[src/rtl/core/tpcd_ram.sv]
// tpcd_ram: generic single-write, single-read synchronous RAM with a
// registered read port. No package dependencies.

module tpcd_ram #(
  parameter int unsigned WIDTH = 8,
  parameter int unsigned DEPTH = 16
) (
  input  logic                     clk_i,
  input  logic                     wr_en_i,
  input  logic [$clog2(DEPTH)-1:0] wr_addr_i,
  input  logic [WIDTH-1:0]         wr_data_i,
  input  logic                     rd_en_i,
  input  logic [$clog2(DEPTH)-1:0] rd_addr_i,
  output logic [WIDTH-1:0]         rd_data_o
);

  logic [WIDTH-1:0] mem_q [DEPTH];
  logic [WIDTH-1:0] rd_data_q;

  // write port
  always_ff @(posedge clk_i) begin
    if (wr_en_i) begin
      mem_q[wr_addr_i] <= wr_data_i;
    end
  end

  // registered read, holds while not enabled
  always_ff @(posedge clk_i) begin
    if (rd_en_i) begin
      rd_data_q <= mem_q[rd_addr_i];
    end
  end

  assign rd_data_o = rd_data_q;

endmodule

[config.mk]
export PLATFORM = sky130hd
export DESIGN_NAME = tpcd_ram
export DESIGN_NICKNAME = d
export VERILOG_FILES = /design/src/rtl/core/tpcd_ram.sv
export SDC_FILE = /design/constraint.sdc
export NUM_CORES = 1
export LEC_CHECK = 0
export CORE_MARGIN = 2
export CORE_UTILIZATION = 45
export CTS_CLUSTER_SIZE = 12
export DETAILED_ROUTE_END_ITERATION = 12
export DONT_BUFFER_PORTS = 1
export PLACE_DENSITY_LB_ADDON = 0.25
export SLEW_MARGIN = 20
export SYNTH_ARGS = -nofsm -noshare
export SYNTH_HDL_FRONTEND = slang
export SYNTH_SLANG_ARGS = --single-unit
export TNS_END_PERCENT = 20
[constraint.sdc]
create_clock -name clk_i -period 2.2 [get_ports clk_i]
set_clock_uncertainty 0.05 [all_clocks]
set_input_delay 0.22 -clock clk_i [delete_from_list [all_inputs] [get_ports clk_i]]
set_output_delay 0.22 -clock clk_i [all_outputs]
set_load 0.05 [all_outputs]
==> metrics list, run 1 <==
* Cell row count: 39
- The number of clock buffers added by TritonCTS is 17.
- Fraction of power consumed by sequential logic: 48.9%
* Layout overhead on the synthesized area: 17.8%
- The worst setup path is captured at a flop.
- Vias: 2378
- Antenna violations before repair: 1
* Adder and majority cell fraction of the synthesized area: 0%
- CTS sink cnt: 136
- For this configuration, the core starts out at a cell density of 46.0%.
- Total Wirelength: 9.84 mm
- Fraction of the cycle the final worst path needs: 71.4%
- The number of pins exceeding their max-slew limit in the final report came to 0.
* Maximum root-to-sink buffer count: 2
* Final estimated routing congestion in global placement: 0.728
- CP Capture Point: rd_data_o[1]$_DFFE_PP_
- Setup slack at placement: 0.614 ns
- The critical path is of the reg -> reg type.
- During synthesis, Yosys emitted a total of 0 warnings.
* DPL Wire Length: 6.08 mm
- The post-route netlist has 23.0% of its cells at a drive strength greater than 1.
* Critical Path Stages: 3
* Later-pin clock latency in the skew report: 0.41 ns
- Hold Buf Count CTS: 9
* Reg-to-reg critical path startpoint: mem_q[1][1]$_DFFE_PP_
* Fraction of post-synthesis cell area in the top cell type by area: 78.1%
- Fraction of power consumed by the clock network: 47.7%
- Boundary pin count: 27
- Net switching is 19.4% of the power.
- Largest cells by area after synthesis: edfxtp_1, mux4_2, mux4_1, a22oi_1, nor2_1
* Height of the chip: 112 µm
- Gates resized during post-CTS repair numbered 0.
- Adding up every negative setup slack in the final design gives 0 ns.
* Clock tree from TritonCTS: built
* FF-to-FF setup slack: 0.63 ns
* Mapped Area: 0.00523 mm²
* Setup Viol. Count Final: 0
- RSZ-0062 raised after global routing: false
* Worst Path Arrival: 1.68 ns
- Total of buffers placed on input and output ports: 0
- Fin crit period: 1.57 ns
- CTS root buffer: clkbuf_16
- Leakage power total: 0.00203 µW
- The flow ran to the end, and the final reports show no timing, DRC or antenna violations.
- Per-cell routed wire length: 23.3 µm
- The signal on the critical path passes through mux4_1 -> a22oi_1 -> nand2_1.
* # nets final: 284
- By count the netlist is led by edfxtp_1, mux4_2, a22oi_1.
- Violation count after the first detailed-routing iteration: 162
- Area inside the core boundary: 0.0114 mm²
- Counting flops with an async set or reset pin after synthesis yields a share of 0%.
* Worst-case setup margin in the final layout: 0.628 ns
- Startpoint class of the critical path: flop
- In this run the post-CTS setup repair buffer count came out at 0.
* Number of hold violations in the final report: 0
- The worst register-to-register path has a depth of 3.
- Synthesis instantiated 18 different standard cells from the library.
- Main combinational cell family by area after synthesis: multiplexers
- The number of global-route vias before repair came to 2569.
* Total global-route track usage: 17.3%
- The cell family contributing the most delay on the critical path is multiplexers.
- Derived from the worst setup path, the maximum achievable clock frequency is 0.636 GHz.
- The first global-routing pass estimated 15.3 mm of wire.
- Most frequent cell after synthesis: edfxtp_1
- Post-synthesis compound-gate area fraction: 2.30%
- GRT Residual Overflow: 0
- Summing the areas of all xor and xnor instances in the mapped netlist gives 0% of the synthesized area.
- Of the synthesized area, sequential elements account for 78.1%.
* Max-capacitance violation count: 0
* Portion of total power attributed to combinational logic: 3.4%
- Iteration count of the initial detailed-routing pass: 5
- The path class of the tightest hold or removal check is in -> reg.
- Switching power of the nets: 1180 µW
- Internal power comes to 4920 µW.
- The critical path contains buffers and inverters numbering 0 combined.
- At the pin with the least slew margin, the transition time is 0.589 ns.
- The most used flip-flop cell after synthesis is edfxtp_1.
- On the worst path, the slowest cell contributes a delay of 0.53 ns.
* DRC violation count after routing: 0
- The critical path starts at mem_q[1][1]$_DFFE_PP_.
- Entering global routing, the biggest net connects 33 pins.
* Number of nets in the synthesized netlist: 248
* Average size of a mapped cell: 22.8 µm²
- Sum of internal, switching and leakage power: 6100 µW
* Required time at the endpoint of the critical path: 2.30 ns
- Synthesis handed over a netlist of 229 instances.
- Cell with the largest stage delay on the worst path: mux4_1
- Cell accounting for the most synthesized area: edfxtp_1
- The die covers 0.0125 mm².
* Clock H-tree levels: 4
- The die is 112 µm wide.
- DRT antenna net count: 0
- Synth Register Bits: 136
- In this run the tightest slew margin relative to its limit is 60.6%.
- Clock transition at the registers of the reported paths: 0.06 ns
* Area fraction in and, or, nand and nor cells after synthesis: 3.14%
* Largest fanout on the critical path: 1
- Counting flops with a built-in enable in the synthesized netlist gives 136.
- Power spread over the standard cell area amounts to 990 mW/mm².
- The worst-case IR drop observed on VDD is 705 µV.
- Crit Reg-Reg Endpoint: rd_data_o[1]$_DFFE_PP_
- Via-to-Cell Ratio: 5.64
- Multiplexer area fraction after synthesis: 14.8%
-- worst min-delay path by stage --
| stage | cells past startpoint | to | startpoint |
|---|---|---|---|
| after floorplan | 0 | mem_q[0][0]$_DFFE_PP_ | wr_data_i[0] |
| after CTS | 3 | rd_data_o[7]$_DFFE_PP_ | rd_addr_i[1] |
| after detailed placement | 0 | mem_q[6][1]$_DFFE_PP_ | wr_data_i[1] |
| after global placement | 0 | mem_q[7][3]$_DFFE_PP_ | wr_data_i[3] |
| after global routing | 2 | mem_q[4][4]$_DFFE_PP_ | wr_addr_i[0] |
| final | 2 | mem_q[4][4]$_DFFE_PP_ | wr_addr_i[0] |
-- area by class of cell --
type	count	area, µm²
clock inverter	12	175
multi-input combinational	83	1060
sequential	136	4080
timing repair buffer	27	225
clock buffer	20	437
antenna	1	2.50
fill	871	5210
tap	143	179
-- state kept, by name, indices dropped and copies added, names as in the netlist --
signal / cells
mem_q: 128
rd_data_o: 8
-- cells in the final DEF, fill, tap and decap left out, drive strengths merged, types with 4 or more instances in the layout --
cell | netlist | layout
nor2 | 13 | 13
bufinv | 0 | 4
edfxtp | 136 | 136
buf | 7 | 18
clkbuf | 0 | 20
clkinv | 0 | 6
nand2 | 9 | 9
nor3 | 4 | 4
a22oi | 16 | 16
mux4 | 32 | 32
dlygate4sd3 | 0 | 9
-- worst reg2reg max path, stage by stage (launching register included) --
cell and delay, ns:
edfxtp_1 0.38, mux4_1 0.53, a22oi_1 0.25, nand2_1 0.11
-- through the flow --
| step | cells | util (%) | hold WS, ns | instance area (µm²) |
|---|---|---|---|---|
| 2_1_floorplan | 229 | - | 0.269 | 5230 |
| 3_3_place_gp | 380 | 48.0 | 0.270 | 5460 |
| 3_5_place_dp | 380 | 48.0 | 0.269 | 5460 |
| 4_1_cts | 421 | 54.2 | 0.121 | 6160 |
| 5_1_grt | 421 | 54.2 | 0.120 | 6160 |
| 6_report | 422 | 54.2 | 0.136 | 6160 |
-- routing by layer --
layer,part of all wire [%],up-vias,track usage [%]
li1,-,1056,-
met4,0.56,0,6.17
met1,43,1234,24.2
met2,50,86,25.5
met5,0,-,0
met3,6.2,2,6.10
-- power by group through the flow --
stage	Sequential (µW)	Combinational, µW	Clock (µW)
after floorplan	3030	147	0
after global placement	3030	161	0
after detailed placement	3040	164	0
after CTS	2980	212	2960
after global routing	2980	227	3080
final	2980	208	2910
-- logic make-up (layout without fill, tap and decap cells) --
logic type,Yosys count,count (layout)
AOI/OAI and AO/OA,16,16
DFF,136,136
buffers and inverters,10,59
other,0,1
and+or+nand+nor,35,35
muxes,32,32
Power figures use the tool's default switching activity.
==> inputs of run 2 (changes only) <==
==> constraint.sdc (replaced) <==
create_clock -name clk_i -period 1.4 [get_ports clk_i]
set_clock_uncertainty 0.05 [all_clocks]
set_input_delay 0.14 -clock clk_i [delete_from_list [all_inputs] [get_ports clk_i]]
set_output_delay 0.14 -clock clk_i [all_outputs]
set_load 0.05 [all_outputs]
==> run 2 against run 1 <==
Compared with the run above:
- global-route usage fell by 0.28 points
- maximum frequency rose by 7.5%
- via count fell by 4.2%
- critical endpoint is now rd_data_o[6]$_DFFE_PP_
- cell area barely moved
- total power rose by 55%
- the flow now finishes with violations (setup timing)
- largest power group unchanged
- utilization barely moved
- register-to-register slack got worse by 0.69 ns
- critical path depth did not move
- final cell count fell by 0.47%
- first-iteration DRC count rose by 10%
==> metrics list, run 2 (synthesized netlist as in run 1, its figures left out) <==
* Outcome: finished with violations
- The checks that failed: setup timing.
* Hold Path Cell Cnt: 2 (unchanged)
- The remaining design rule violation count is 0 (unchanged).
* Via-to-Cell Ratio: 5.43 (-3.7%)
- Setup repair after global routing could not meet its margin everywhere.
* Clock tree from TritonCTS: built
- The initial antenna violation count is 0 (-1).
- Pins over their slew limit: 0 (unchanged)
- The total of buffers placed on input and output ports was 0 (unchanged).
* Cells on worst reg2reg path: 3 (unchanged)
- The number of clock sinks was 136 (unchanged).
- Cell with the largest stage delay on the worst path: mux4_2
- DPL Wire Length: 5.92 mm (-2.6%)
* Setup Viol. Count Final: 7 (+7)
- Total Wirelength: 9.72 mm (-1.2%)
- The maximum buffer depth of the clock tree came to 2 (unchanged).
- Flip-flop count of the largest register, all copies and words added: 128 (unchanged)
- The area occupied by registers came to 0.00408 mm² (unchanged).
- Fraction of the cycle the final worst path needs: 104% (+33 points)
- The remaining number of nets flagged by the antenna check after routing is 0 (unchanged).
* Global-route wire length before repair: 15.1 mm (-1.4%)
- Worst Max-Slew Pin Slew: 0.949 ns (+0.361 ns)
- For hold timing, the worst endpoint is mem_q[0][1]$_DFFE_PP_.
- Crit Reg-Reg Endpoint: rd_data_o[6]$_DFFE_PP_
- Die boundary width: 112 µm (unchanged)
- TritonCTS buffer count: 17 (unchanged)
- The final period demand of the worst path was 1.46 ns (-0.110 ns).
- The overall via count from detail_route is 2279 (-4.2%).
* Top layer reached by signal wires: met4
* Worst min-delay path startpoint: wr_addr_i[1]
- The floorplan core area came to 0.0114 mm² (unchanged).
- Clock H-tree levels: 4 (unchanged)
* Final estimated routing congestion in global placement: 0.707 (-2.8%)
* Layout cells sized above 1: 31.8% (+8.7 points)
- The fill cell total of the finished layout was 851 (-2.3%).
* VDD IR-drop max: 733 µV (+3.9%)
- The worst hold path belongs to the class in -> reg.
* Ordered list of cells on the worst path: mux4_2 -> a22oi_2 -> nand2_1
- Reg-to-reg critical path startpoint: mem_q[10][6]$_DFFE_PP_
- The clock insertion delay at the later pin of the skew report came to 0.40 ns (about the same).
- The first-pass iteration count of the detailed router is 4 (-1).
* Cell row count: 39 (unchanged)
- Critical Path Max Stage Delay: 0.47 ns (-0.06 ns)
- The power density relative to cell area was 1540 mW/mm² (+55%).
* Register with the most flip-flops: mem_q
- The tree is rooted in a clkbuf_16.
* Number of hold violations in the final report: 0 (unchanged)
* Antenna Cells: 0 (-1)
- The detailed-routed wire length on met3 is 560 µm (-8.9%).
* Largest delay share family, worst path: multiplexers
- The count of boundary I/O pins came to 27 (unchanged).
- The internal reg-to-reg setup slack came to -0.06 ns (-0.69 ns).
* Starting Density: 46.0% (unchanged)
- The worst setup path is launched from a flop.
* Height of the chip: 112 µm (unchanged)
- The area of the multi-input gates was 0.00107 mm² (+1.7%).
- The library cell used most frequently in the layout, excluding fill and tap cells, is edfxtp_1.
* Clock transition at the registers of the reported paths: 0.06 ns (about the same)
* CP endpoint kind: flop
* Via count of the first global-routing pass: 2562 (-0.27%)
- Area of the die: 0.0125 mm² (unchanged)
* Per-cell routed wire length: 23.2 µm (-0.73%)
- The number of max-cap violations was 0 (unchanged).
- The number of DRC markers after the initial detailed-route iteration came to 179 (+10%).
- Layout overhead on the synthesized area: 17.8% (about the same)
- The aggregate global routing overflow is 0 (unchanged).
- Required time at the endpoint of the critical path: 1.50 ns (-0.80 ns)
- The pin count of the biggest net entering global routing is 33 (unchanged).
- The leakage power total is 0.00198 µW (-2.8%).
- Combined buffer and inverter count along the critical path: 0 (unchanged)
- Largest fanout on the critical path: 1 (unchanged)
- # nets final: 283 (-0.35%)
- Worst-case setup margin in the final layout: -0.0618 ns (-0.690 ns)
- Total global-route track usage: 17.0% (-0.28 points)
- Sum of internal, switching and leakage power: 9480 µW (+55%)
* Most frequent cells in the layout: edfxtp_1, mux4_2, clkbuf_16, buf_4, nor2_1
- Met1 layer wirelength in the final routing: 4.29 mm (+0.73%)
- The data arrival time at the worst-slack endpoint was 1.56 ns (-0.12 ns).
- The wire length on met2 is 4.75 mm (-3.4%).
- Post-layout util: 54.2% (about the same)
- Type of the worst setup path: reg -> reg
- The relative slew slack is 36.6% (-24 points).
- Max Fclk: 0.684 GHz (+7.5%)
-- run 2: cell types whose count changed in the layout (fill, tap and decap cells not counted), sizes merged --
cell	before	now
clkinvlp	1	5
clkinv	6	3
clkbuf	20	18
inv	1	3
buf	18	17
bufinv	4	3
diode	1	0
-- run 2: through the flow --
stage / instance area [µm²] / setup TNS, ns / instances / worst slack [ns] / hold WS [ns]
after global routing: 6160 / -0.576 / 420 / -0.112 / 0.0191
after CTS: 6160 / -0.225 / 420 / -0.0553 / 0.0179
final: 6160 / -0.202 / 420 / -0.0618 / 0.0317
after global placement: 5430 / -0.440 / 379 / -0.0773 / 0.190
after floorplan: 5220 / -1.93 / 229 / -0.0561 / 0.189
after detailed placement: 5430 / -0.646 / 379 / -0.125 / 0.189
-- run 2: layout make-up --
cell class	count	share of cell area, %
clock inverters	14	2.80
well taps	143	2.91
repair buffers	26	3.54
flip-flops and latches	136	66.3
clock buffers	18	6.97
multi-input cells	83	17.5
-- run 2: worst register-to-register path, stage by stage, from the launching register on --
cell,delay (ns)
edfxtp_1,0.37
mux4_2,0.47
a22oi_2,0.22
nand2_1,0.09
-- run 2: how the worst max path moves through the flow --
stage	startpoint	to	cells past startpoint	slack [ns]
2_1_floorplan	wr_addr_i[2]	mem_q[3][0]$_DFFE_PP_	2	-0.06
3_3_place_gp	mem_q[3][4]$_DFFE_PP_	rd_data_o[4]$_DFFE_PP_	3	-0.08
3_5_place_dp	mem_q[10][6]$_DFFE_PP_	rd_data_o[6]$_DFFE_PP_	3	-0.12
4_1_cts	mem_q[10][6]$_DFFE_PP_	rd_data_o[6]$_DFFE_PP_	3	-0.06
5_1_grt	mem_q[10][6]$_DFFE_PP_	rd_data_o[6]$_DFFE_PP_	3	-0.11
6_report	mem_q[10][6]$_DFFE_PP_	rd_data_o[6]$_DFFE_PP_	3	-0.06
-- run 2: metal layers --
metal | global-route usage, % | up-vias
met3 | 4.25 | 6
li1 | - | 1041
met1 | 23.2 | 1157
met2 | 26.2 | 75
met4 | 7.57 | 0
met5 | 0 | -
-- run 2: power breakdown --
part           switching, µW  leakage (µW)  internal, µW
Sequential              98.4       0.00124          4590
Combinational            177      0.000462           168
Clock                   1640      0.000279          2810
Total                   1910       0.00198          7570
-- run 2: repair_timing --
item,in CTS,in global routing
hold buffers,9,0
endpoints found under the hold margin,136,0
resized for setup,11,2
endpoints found under the setup margin,8,8
pin swaps,8,2
buffers inserted,0,0
