[src/rtl/core/tpcd_pkg.sv]
// tpcd_pkg: shared constants, types and state codes for the trie prefix
// conflict detector. No dependencies; used by tpcd_in_if, tpcd_walker and the top level.

package tpcd_pkg;

  // node pool size and trie fan-out
  localparam int unsigned NODE_COUNT = 4096;
  localparam int unsigned FANOUT     = 10;

  // derived widths
  localparam int unsigned NODE_W     = $clog2(NODE_COUNT);
  localparam int unsigned FREE_W     = NODE_W + 1;
  localparam int unsigned SLOT_COUNT = NODE_COUNT * FANOUT;
  localparam int unsigned SLOT_W     = $clog2(SLOT_COUNT);
  localparam int unsigned DIGIT_W    = 4;

  // command codes
  localparam logic CMD_INSERT = 1'b0;
  localparam logic CMD_CLEAR  = 1'b1;

  // one request item
  typedef struct packed {
    logic               cmd;
    logic [DIGIT_W-1:0] digit;
    logic               last_digit;
  } item_t;

  // one result item
  typedef struct packed {
    logic conflict;
    logic overflow;
    logic word_done;
  } res_t;

  // per-node entry of the node memory
  typedef struct packed {
    logic [FANOUT-1:0] mask;
    logic              end_mark;
  } node_t;

  // port bundle of the child-slot memory
  typedef struct packed {
    logic              rd_en;
    logic [SLOT_W-1:0] rd_addr;
    logic              wr_en;
    logic [SLOT_W-1:0] wr_addr;
    logic [NODE_W-1:0] wr_data;
  } child_req_t;

  // port bundle of the node memory
  typedef struct packed {
    logic              rd_en;
    logic [NODE_W-1:0] rd_addr;
    logic              wr_en;
    logic [NODE_W-1:0] wr_addr;
    node_t             wr_data;
  } node_req_t;

  // walker states
  typedef enum logic [1:0] {
    ST_IDLE,
    ST_LOOK,
    ST_NODE,
    ST_ALLOC
  } state_e;

endpackage

[src/rtl/core/tpcd_walker.sv]
// tpcd_walker: sequencer that walks and grows the trie, one digit per request,
// by read-modify-write of the child-slot and node memories.
// Depends on tpcd_pkg.

module tpcd_walker (
  input  logic                          clk_i,
  input  logic                          rst_ni,
  input  logic                          in_valid_i,
  output logic                          in_ready_o,
  input  tpcd_pkg::item_t               in_item_i,
  output tpcd_pkg::child_req_t          child_req_o,
  input  logic [tpcd_pkg::NODE_W-1:0]   child_rd_data_i,
  output tpcd_pkg::node_req_t           node_req_o,
  input  tpcd_pkg::node_t               node_rd_data_i,
  input  logic                          res_free_i,
  output logic                          res_load_o,
  output tpcd_pkg::res_t                res_o
);

  tpcd_pkg::state_e                 state_q, state_d;
  tpcd_pkg::item_t                  item_q, item_d;
  logic [tpcd_pkg::SLOT_W-1:0]      slot_q, slot_d;
  logic [tpcd_pkg::NODE_W-1:0]      cursor_q, cursor_d;
  logic [tpcd_pkg::NODE_W-1:0]      nxt_q, nxt_d;
  logic [tpcd_pkg::FANOUT-1:0]      cur_mask_q, cur_mask_d;
  logic                             cur_end_q, cur_end_d;
  logic [tpcd_pkg::FANOUT-1:0]      root_mask_q, root_mask_d;
  logic [tpcd_pkg::FREE_W-1:0]      nfree_q, nfree_d;
  logic                             conflict_q, conflict_d;
  logic                             overflow_q, overflow_d;
  logic                             skip_q, skip_d;

  logic                             accept;
  logic                             digit_ok;
  logic                             at_root;
  logic [tpcd_pkg::FANOUT-1:0]      cur_mask;
  logic                             cur_end;
  logic                             hit;
  logic                             pool_full;
  logic                             look_fin;
  logic [tpcd_pkg::SLOT_W-1:0]      slot_calc;
  logic [tpcd_pkg::FANOUT-1:0]      mask_set;

  // shared decode
  assign accept    = in_valid_i && (state_q == tpcd_pkg::ST_IDLE);
  assign digit_ok  = item_q.digit < tpcd_pkg::DIGIT_W'(tpcd_pkg::FANOUT);
  assign at_root   = (cursor_q == '0);
  assign cur_mask  = at_root ? root_mask_q : cur_mask_q;
  assign cur_end   = at_root ? 1'b0 : cur_end_q;
  assign hit       = digit_ok && cur_mask[item_q.digit];
  assign pool_full = (nfree_q == tpcd_pkg::FREE_W'(tpcd_pkg::NODE_COUNT));
  assign look_fin  = (item_q.cmd == tpcd_pkg::CMD_CLEAR) || !digit_ok || skip_q ||
                     (!hit && pool_full);
  assign mask_set  = cur_mask | (tpcd_pkg::FANOUT'(1) << item_q.digit);

  // child slot = cursor * 10 + digit
  assign slot_calc = (tpcd_pkg::SLOT_W'(cursor_q) << 3) + (tpcd_pkg::SLOT_W'(cursor_q) << 1) +
                     tpcd_pkg::SLOT_W'(in_item_i.digit);

  // next state
  always_comb begin
    state_d = state_q;
    case (state_q)
      tpcd_pkg::ST_IDLE: begin
        if (in_valid_i) begin
          state_d = tpcd_pkg::ST_LOOK;
        end
      end
      tpcd_pkg::ST_LOOK: begin
        if (look_fin) begin
          if (res_free_i) begin
            state_d = tpcd_pkg::ST_IDLE;
          end
        end else if (hit) begin
          state_d = tpcd_pkg::ST_NODE;
        end else begin
          state_d = tpcd_pkg::ST_ALLOC;
        end
      end
      tpcd_pkg::ST_NODE, tpcd_pkg::ST_ALLOC: begin
        if (res_free_i) begin
          state_d = tpcd_pkg::ST_IDLE;
        end
      end
      default: state_d = tpcd_pkg::ST_IDLE;
    endcase
  end

  // datapath and memory accesses per state
  always_comb begin
    item_d      = item_q;
    slot_d      = slot_q;
    cursor_d    = cursor_q;
    nxt_d       = nxt_q;
    cur_mask_d  = cur_mask_q;
    cur_end_d   = cur_end_q;
    root_mask_d = root_mask_q;
    nfree_d     = nfree_q;
    conflict_d  = conflict_q;
    overflow_d  = overflow_q;
    skip_d      = skip_q;
    child_req_o = '0;
    node_req_o  = '0;
    res_load_o  = 1'b0;
    res_o       = '0;
    in_ready_o  = (state_q == tpcd_pkg::ST_IDLE);

    case (state_q)
      tpcd_pkg::ST_IDLE: begin
        // latch the request and fetch its child slot
        if (accept) begin
          item_d              = in_item_i;
          slot_d              = slot_calc;
          child_req_o.rd_en   = (in_item_i.cmd == tpcd_pkg::CMD_INSERT) && !skip_q &&
                                (in_item_i.digit < tpcd_pkg::DIGIT_W'(tpcd_pkg::FANOUT));
          child_req_o.rd_addr = slot_calc;
        end
      end

      tpcd_pkg::ST_LOOK: begin
        if (look_fin) begin
          // requests that finish here: clear, bad digit, dropped digit, no free node
          if (res_free_i) begin
            res_load_o = 1'b1;
            if (item_q.cmd == tpcd_pkg::CMD_CLEAR) begin
              root_mask_d = '0;
              cursor_d    = '0;
              nfree_d     = tpcd_pkg::FREE_W'(1);
              conflict_d  = 1'b0;
              overflow_d  = 1'b0;
              skip_d      = 1'b0;
            end else if (!digit_ok) begin
              res_o.word_done = 1'b0;
            end else if (skip_q) begin
              if (item_q.last_digit) begin
                skip_d          = 1'b0;
                cursor_d        = '0;
                res_o.word_done = 1'b1;
              end
            end else begin
              overflow_d = 1'b1;
              if (item_q.last_digit) begin
                cursor_d        = '0;
                res_o.word_done = 1'b1;
              end else begin
                skip_d = 1'b1;
              end
            end
            res_o.conflict = conflict_d;
            res_o.overflow = overflow_d;
          end
        end else if (hit) begin
          // existing child: fetch its node entry
          nxt_d              = child_rd_data_i;
          node_req_o.rd_en   = 1'b1;
          node_req_o.rd_addr = child_rd_data_i;
        end else begin
          // new child: link it and mark it in the current node
          nxt_d               = nfree_q[tpcd_pkg::NODE_W-1:0];
          nfree_d             = nfree_q + tpcd_pkg::FREE_W'(1);
          child_req_o.wr_en   = 1'b1;
          child_req_o.wr_addr = slot_q;
          child_req_o.wr_data = nfree_q[tpcd_pkg::NODE_W-1:0];
          if (at_root) begin
            root_mask_d = mask_set;
          end else begin
            cur_mask_d                  = mask_set;
            node_req_o.wr_en            = 1'b1;
            node_req_o.wr_addr          = cursor_q;
            node_req_o.wr_data.mask     = mask_set;
            node_req_o.wr_data.end_mark = cur_end;
          end
        end
      end

      tpcd_pkg::ST_NODE: begin
        // step into an existing node
        if (res_free_i) begin
          res_load_o = 1'b1;
          if (node_rd_data_i.end_mark) begin
            conflict_d = 1'b1;
          end
          if (item_q.last_digit) begin
            if (node_rd_data_i.mask != '0) begin
              conflict_d = 1'b1;
            end
            node_req_o.wr_en            = 1'b1;
            node_req_o.wr_addr          = nxt_q;
            node_req_o.wr_data.mask     = node_rd_data_i.mask;
            node_req_o.wr_data.end_mark = 1'b1;
            cursor_d                    = '0;
            res_o.word_done             = 1'b1;
          end else begin
            cursor_d   = nxt_q;
            cur_mask_d = node_rd_data_i.mask;
            cur_end_d  = node_rd_data_i.end_mark;
          end
          res_o.conflict = conflict_d;
          res_o.overflow = overflow_d;
        end
      end

      tpcd_pkg::ST_ALLOC: begin
        // initialize the fresh node
        if (res_free_i) begin
          res_load_o                  = 1'b1;
          node_req_o.wr_en            = 1'b1;
          node_req_o.wr_addr          = nxt_q;
          node_req_o.wr_data.mask     = '0;
          node_req_o.wr_data.end_mark = item_q.last_digit;
          if (item_q.last_digit) begin
            cursor_d        = '0;
            res_o.word_done = 1'b1;
          end else begin
            cursor_d   = nxt_q;
            cur_mask_d = '0;
            cur_end_d  = 1'b0;
          end
          res_o.conflict = conflict_d;
          res_o.overflow = overflow_d;
        end
      end

      default: begin
        res_load_o = 1'b0;
      end
    endcase
  end

  // control registers
  always_ff @(posedge clk_i or negedge rst_ni) begin
    if (!rst_ni) begin
      state_q     <= tpcd_pkg::ST_IDLE;
      cursor_q    <= '0;
      root_mask_q <= '0;
      nfree_q     <= tpcd_pkg::FREE_W'(1);
      conflict_q  <= 1'b0;
      overflow_q  <= 1'b0;
      skip_q      <= 1'b0;
    end else begin
      state_q     <= state_d;
      cursor_q    <= cursor_d;
      root_mask_q <= root_mask_d;
      nfree_q     <= nfree_d;
      conflict_q  <= conflict_d;
      overflow_q  <= overflow_d;
      skip_q      <= skip_d;
    end
  end

  // payload registers
  always_ff @(posedge clk_i) begin
    item_q     <= item_d;
    slot_q     <= slot_d;
    nxt_q      <= nxt_d;
    cur_mask_q <= cur_mask_d;
    cur_end_q  <= cur_end_d;
  end

endmodule

[config.mk]
export PLATFORM = sky130hd
export DESIGN_NAME = tpcd_walker
export DESIGN_NICKNAME = d
export VERILOG_FILES = /design/src/rtl/core/tpcd_pkg.sv /design/src/rtl/core/tpcd_walker.sv
export SDC_FILE = /design/constraint.sdc
export NUM_CORES = 1
export LEC_CHECK = 0
export BUFFER_PORTS_ARGS = -buffer_cell sky130_fd_sc_hd__buf_2
export CORE_UTILIZATION = 45
export DETAILED_ROUTE_END_ITERATION = 16
export PLACE_DENSITY = 0.68
export SLEW_MARGIN = 20
export SYNTH_ARGS = -nofsm -noshare
export SYNTH_HDL_FRONTEND = slang
export SYNTH_SLANG_ARGS = --single-unit
[constraint.sdc]
create_clock -name clk_i -period 4.1 [get_ports clk_i]
set_input_delay 0.205 -clock clk_i [delete_from_list [all_inputs] [get_ports clk_i]]
set_output_delay 0.205 -clock clk_i [all_outputs]
set_load 0.03 [all_outputs]
==> impl_metrics.py <==
metrics = {
    "synth": {
        "yosysMostFrequentCell": "and3_1",
        "synthAdderAreaFrac_pct": 6.42,
        "yosysSeqAreaShare_pct": 42.3,
        "syn_area_per_cell_um2": 10.1,
        "synth_nets": 605,
        "synth_compound_area_share_pct": 23.1,
        "yosysWarnings": 0,
        "synth-simple-area-share_pct": 18.5,
        "synth_top_family_by_area": "compound AO/OA/AOI/OAI gates",
        "synth_seq_cells": 84,
        "synth_largest_area_cell": "edfxtp_1",
        "netlist_area_mm2": 0.00550,
        "synth-edff-count": 44,
        "synthMuxAreaShare_pct": 4.21,
        "synth_common_cells": "and3_1 (49), edfxtp_1 (44), a21oi_1 (42), dfrtp_1 (39)",
        "ys.flop_type": "edfxtp_1",
        "ys_types": 62,
        "synth-async-reset-ratio_pct": 47.6,
        "synth_xor_area_share_pct": 1.59,
        "synthCells": 545,
        "synth.area.top_cells": "edfxtp_1 (24%), dfrtp_1 (18%), ha_1 (5.7%)",
        "yosysTopAreaCellShare_pct": 24.0,
    },
    "timing": {
        "holdWs_ns": 0.0134,
        "finClkSkew_ns": 0.00432,
        "max_freq_ghz": 0.262,
        "final.min_clock_period_ns": 3.82,
        "tns_ns": 0,
        "tightestPinTransition_ns": 1.03,
        "setup_viol": 0,
        "finalHoldViolations": 0,
        "finalCritPeriodShare_pct": 93.2,
        "relSlewSlack_pct": 30.9,
        "maxSlewViolCount": 0,
        "rsz0062_at_grt": "false",
    },
    "global_routing": {
        "grt_pass1_wl_um": 24100,
        "grt_pass1_vias": 4740,
        "antenna_found_initial": 0,
        "grtUsageTotal_pct": 24.5,
        "overflow": 0,
        "grt_max_degree": 41,
    },
    "floorplan": {
        "ios": 121,
        "die_height_um": 113,
        "start_util_pct": 46.0,
        "core-area_mm2": 0.0120,
        "rows": 40,
        "fp.dieW_um": 113,
        "die_area_mm2": 0.0127,
    },
    "detailed_routing": {
        "vias_per_cell": 6.27,
        "num_vias": 5035,
        "drtIter0Drc": 402,
        "wl_um": 15200,
        "dr.pass1.iters": 6,
        "drc_errors": 0,
        "wl_per_cell_um": 18.9,
        "antenna_left": 0,
    },
    "critical_path": {
        "critPathArrivalTime_ns": 3.62,
        "required_ns": 3.89,
        "worst-path-max-fanout": 35,
        "worst_path_dominant_cell_family": "simple AND/OR/NAND/NOR gates",
        "path_buf_inv": 2,
        "max_stage_delay_ns": 0.60,
        "crit_path_start_kind": "flop",
        "crit_slowest_cell": "or4_4",
        "cp-end-kind": "primary output",
        "path_class": "flop to primary output",
        "crit_path_cell_trace": "or4_4 -> nor3_2 -> mux2_2 -> o31a_1 -> nor3_4 -> buf_4 -> a22o_1 -> buf_2",
    },
    "placed_design": {
        "post-dp-hpwl_um": 11100,
        "numPortBuffers": 120,
        "routabilityCongestion": 0.875,
    },
    "clock_network": {
        "post_cts_resized": 0,
        "cts_tree": "built",
        "clock-sinks": 84,
        "clk_path_buf_depth": 2,
        "clk_latency_ns": 0.35,
        "postCtsHoldBufs": 0,
        "path_clk_slew_ns": 0.06,
        "clockRootBuffer": "clkbuf_16",
        "htreeDepth": 3,
        "post_cts_buffers": 0,
        "cts_buffers": 9,
    },
    "cells_and_area": {
        "drive_gt1_share_pct": 26.5,
        "area_delta_synth_final_pct": 17.7,
        "multi_input_area_mm2": 0.00297,
        "fin_nets": 711,
        "regArea_mm2": 0.00232,
        "fillers": 1054,
        "antennaDiodeCount": 0,
    },
    "job": {
        "drv_cap": 0,
    },
    "outcome": {
        "outcome": "complete, no violations",
    },
    "pwr": {
        "vdd_drop_max_mv": 0.339,
        "powerDensity_mw_per_mm2": 858,
        "leakage_nw": 3.04,
    },
    "hold_path": {
        "hp-class": "input port to async pin",
    },
}
registers in the layout (all words and copies together), names as in the netlist:
register,cells
conflict_q,1
cur_end_q,1
cur_mask_q,10
cursor_q,12
item_q,6
nfree_q,13
nxt_q,12
overflow_q,1
root_mask_q,10
skip_q,1
slot_q,15
state_q,2
metrics by stage:
step	power (W)	instances	instance area (µm²)	setup slack, ns	utilization (%)
after detailed placement	0.00474	787	6200	0.589	51.8
after CTS	0.00553	803	6470	0.294	54.1
after global routing	0.00591	803	6470	0.121	54.1
after floorplan	0.00389	545	5500	0.875	-
after global placement	0.00467	787	6200	0.697	51.8
final	0.00555	803	6470	0.280	54.1
per-layer routing:
layer  GRT usage [%]  wire (µm)  part of all wire (%)
met1            32.8       6780                    45
met3            4.32        967                   6.4
met5               0          0                     0
met2            38.8       6930                    46
met4            11.6        476                   3.1
power breakdown:
group / total [W] / switching, W / internal, W
clock: 0.000759 / 0.000318 / 0.000441
sequential: 0.00160 / 0.000310 / 0.00129
combinational: 0.00319 / 0.00203 / 0.00116
total: 0.00555 / 0.00266 / 0.00289
cells by family (layout without fill, tap and decap cells):
logic type / Yosys count / in the layout
xor+xnor: 10 / 10
flops: 84 / 84
simple gates: 181 / 181
compound gates: 178 / 178
fa+ha+maj: 27 / 27
mux: 19 / 19
buf+inv: 46 / 157
cell usage in the layout, fill, tap and decap left out, drive strengths merged, types with 14 or more instances in the layout:
master  netlist  routed
a21oi        43      43
edfxtp       44      44
dfrtp        39      39
o21ai        22      22
a32o         22      22
buf           8     132
nand2        28      28
nor2         29      29
clkbuf       29      14
and3         49      49
a211oi       19      19
a22o         23      23
ha           25      25
worst reg2reg max path, stage by stage, from the launching register on:
cell and delay, ns:
dfrtp_1 0.44, or4_4 0.60, nor3_2 0.48, mux2_2 0.44, or3b_1 0.37, o21a_1 0.40
or4_1 0.59, a21oi_1 0.15
final cells by class:
cell class              count  share of cell area (%)
clock inverters             2                   0.135
clock buffers              14                    4.08
well taps                 147                    2.84
multi-input cells         415                    45.9
flip-flops and latches     84                    35.9
repair buffers            132                    10.7
inverters                   9                   0.522
worst paths after layout:
kind	slack (ns)	end	startpoint	cells past startpoint
max	0.28	node_req_o[15]	cursor_q[4]$_DFFE_PN0P_	8
min	0.01	root_mask_q[2]$_DFFE_PN0P_	rst_ni	1
min in group clk_i	0.03	item_q[0]$_DFFE_PP_	in_item_i[0]	1
max reg2reg	0.56	nfree_q[9]$_DFFE_PN0P_	cursor_q[4]$_DFFE_PN0P_	7
max in group asynchronous	3.49	cursor_q[9]$_DFFE_PN0P_	rst_ni	1
min reg2reg	0.51	overflow_q$_DFFE_PN0P_	overflow_q$_DFFE_PN0P_	2
No activity file was read; power rests on OpenSTA's default activity.
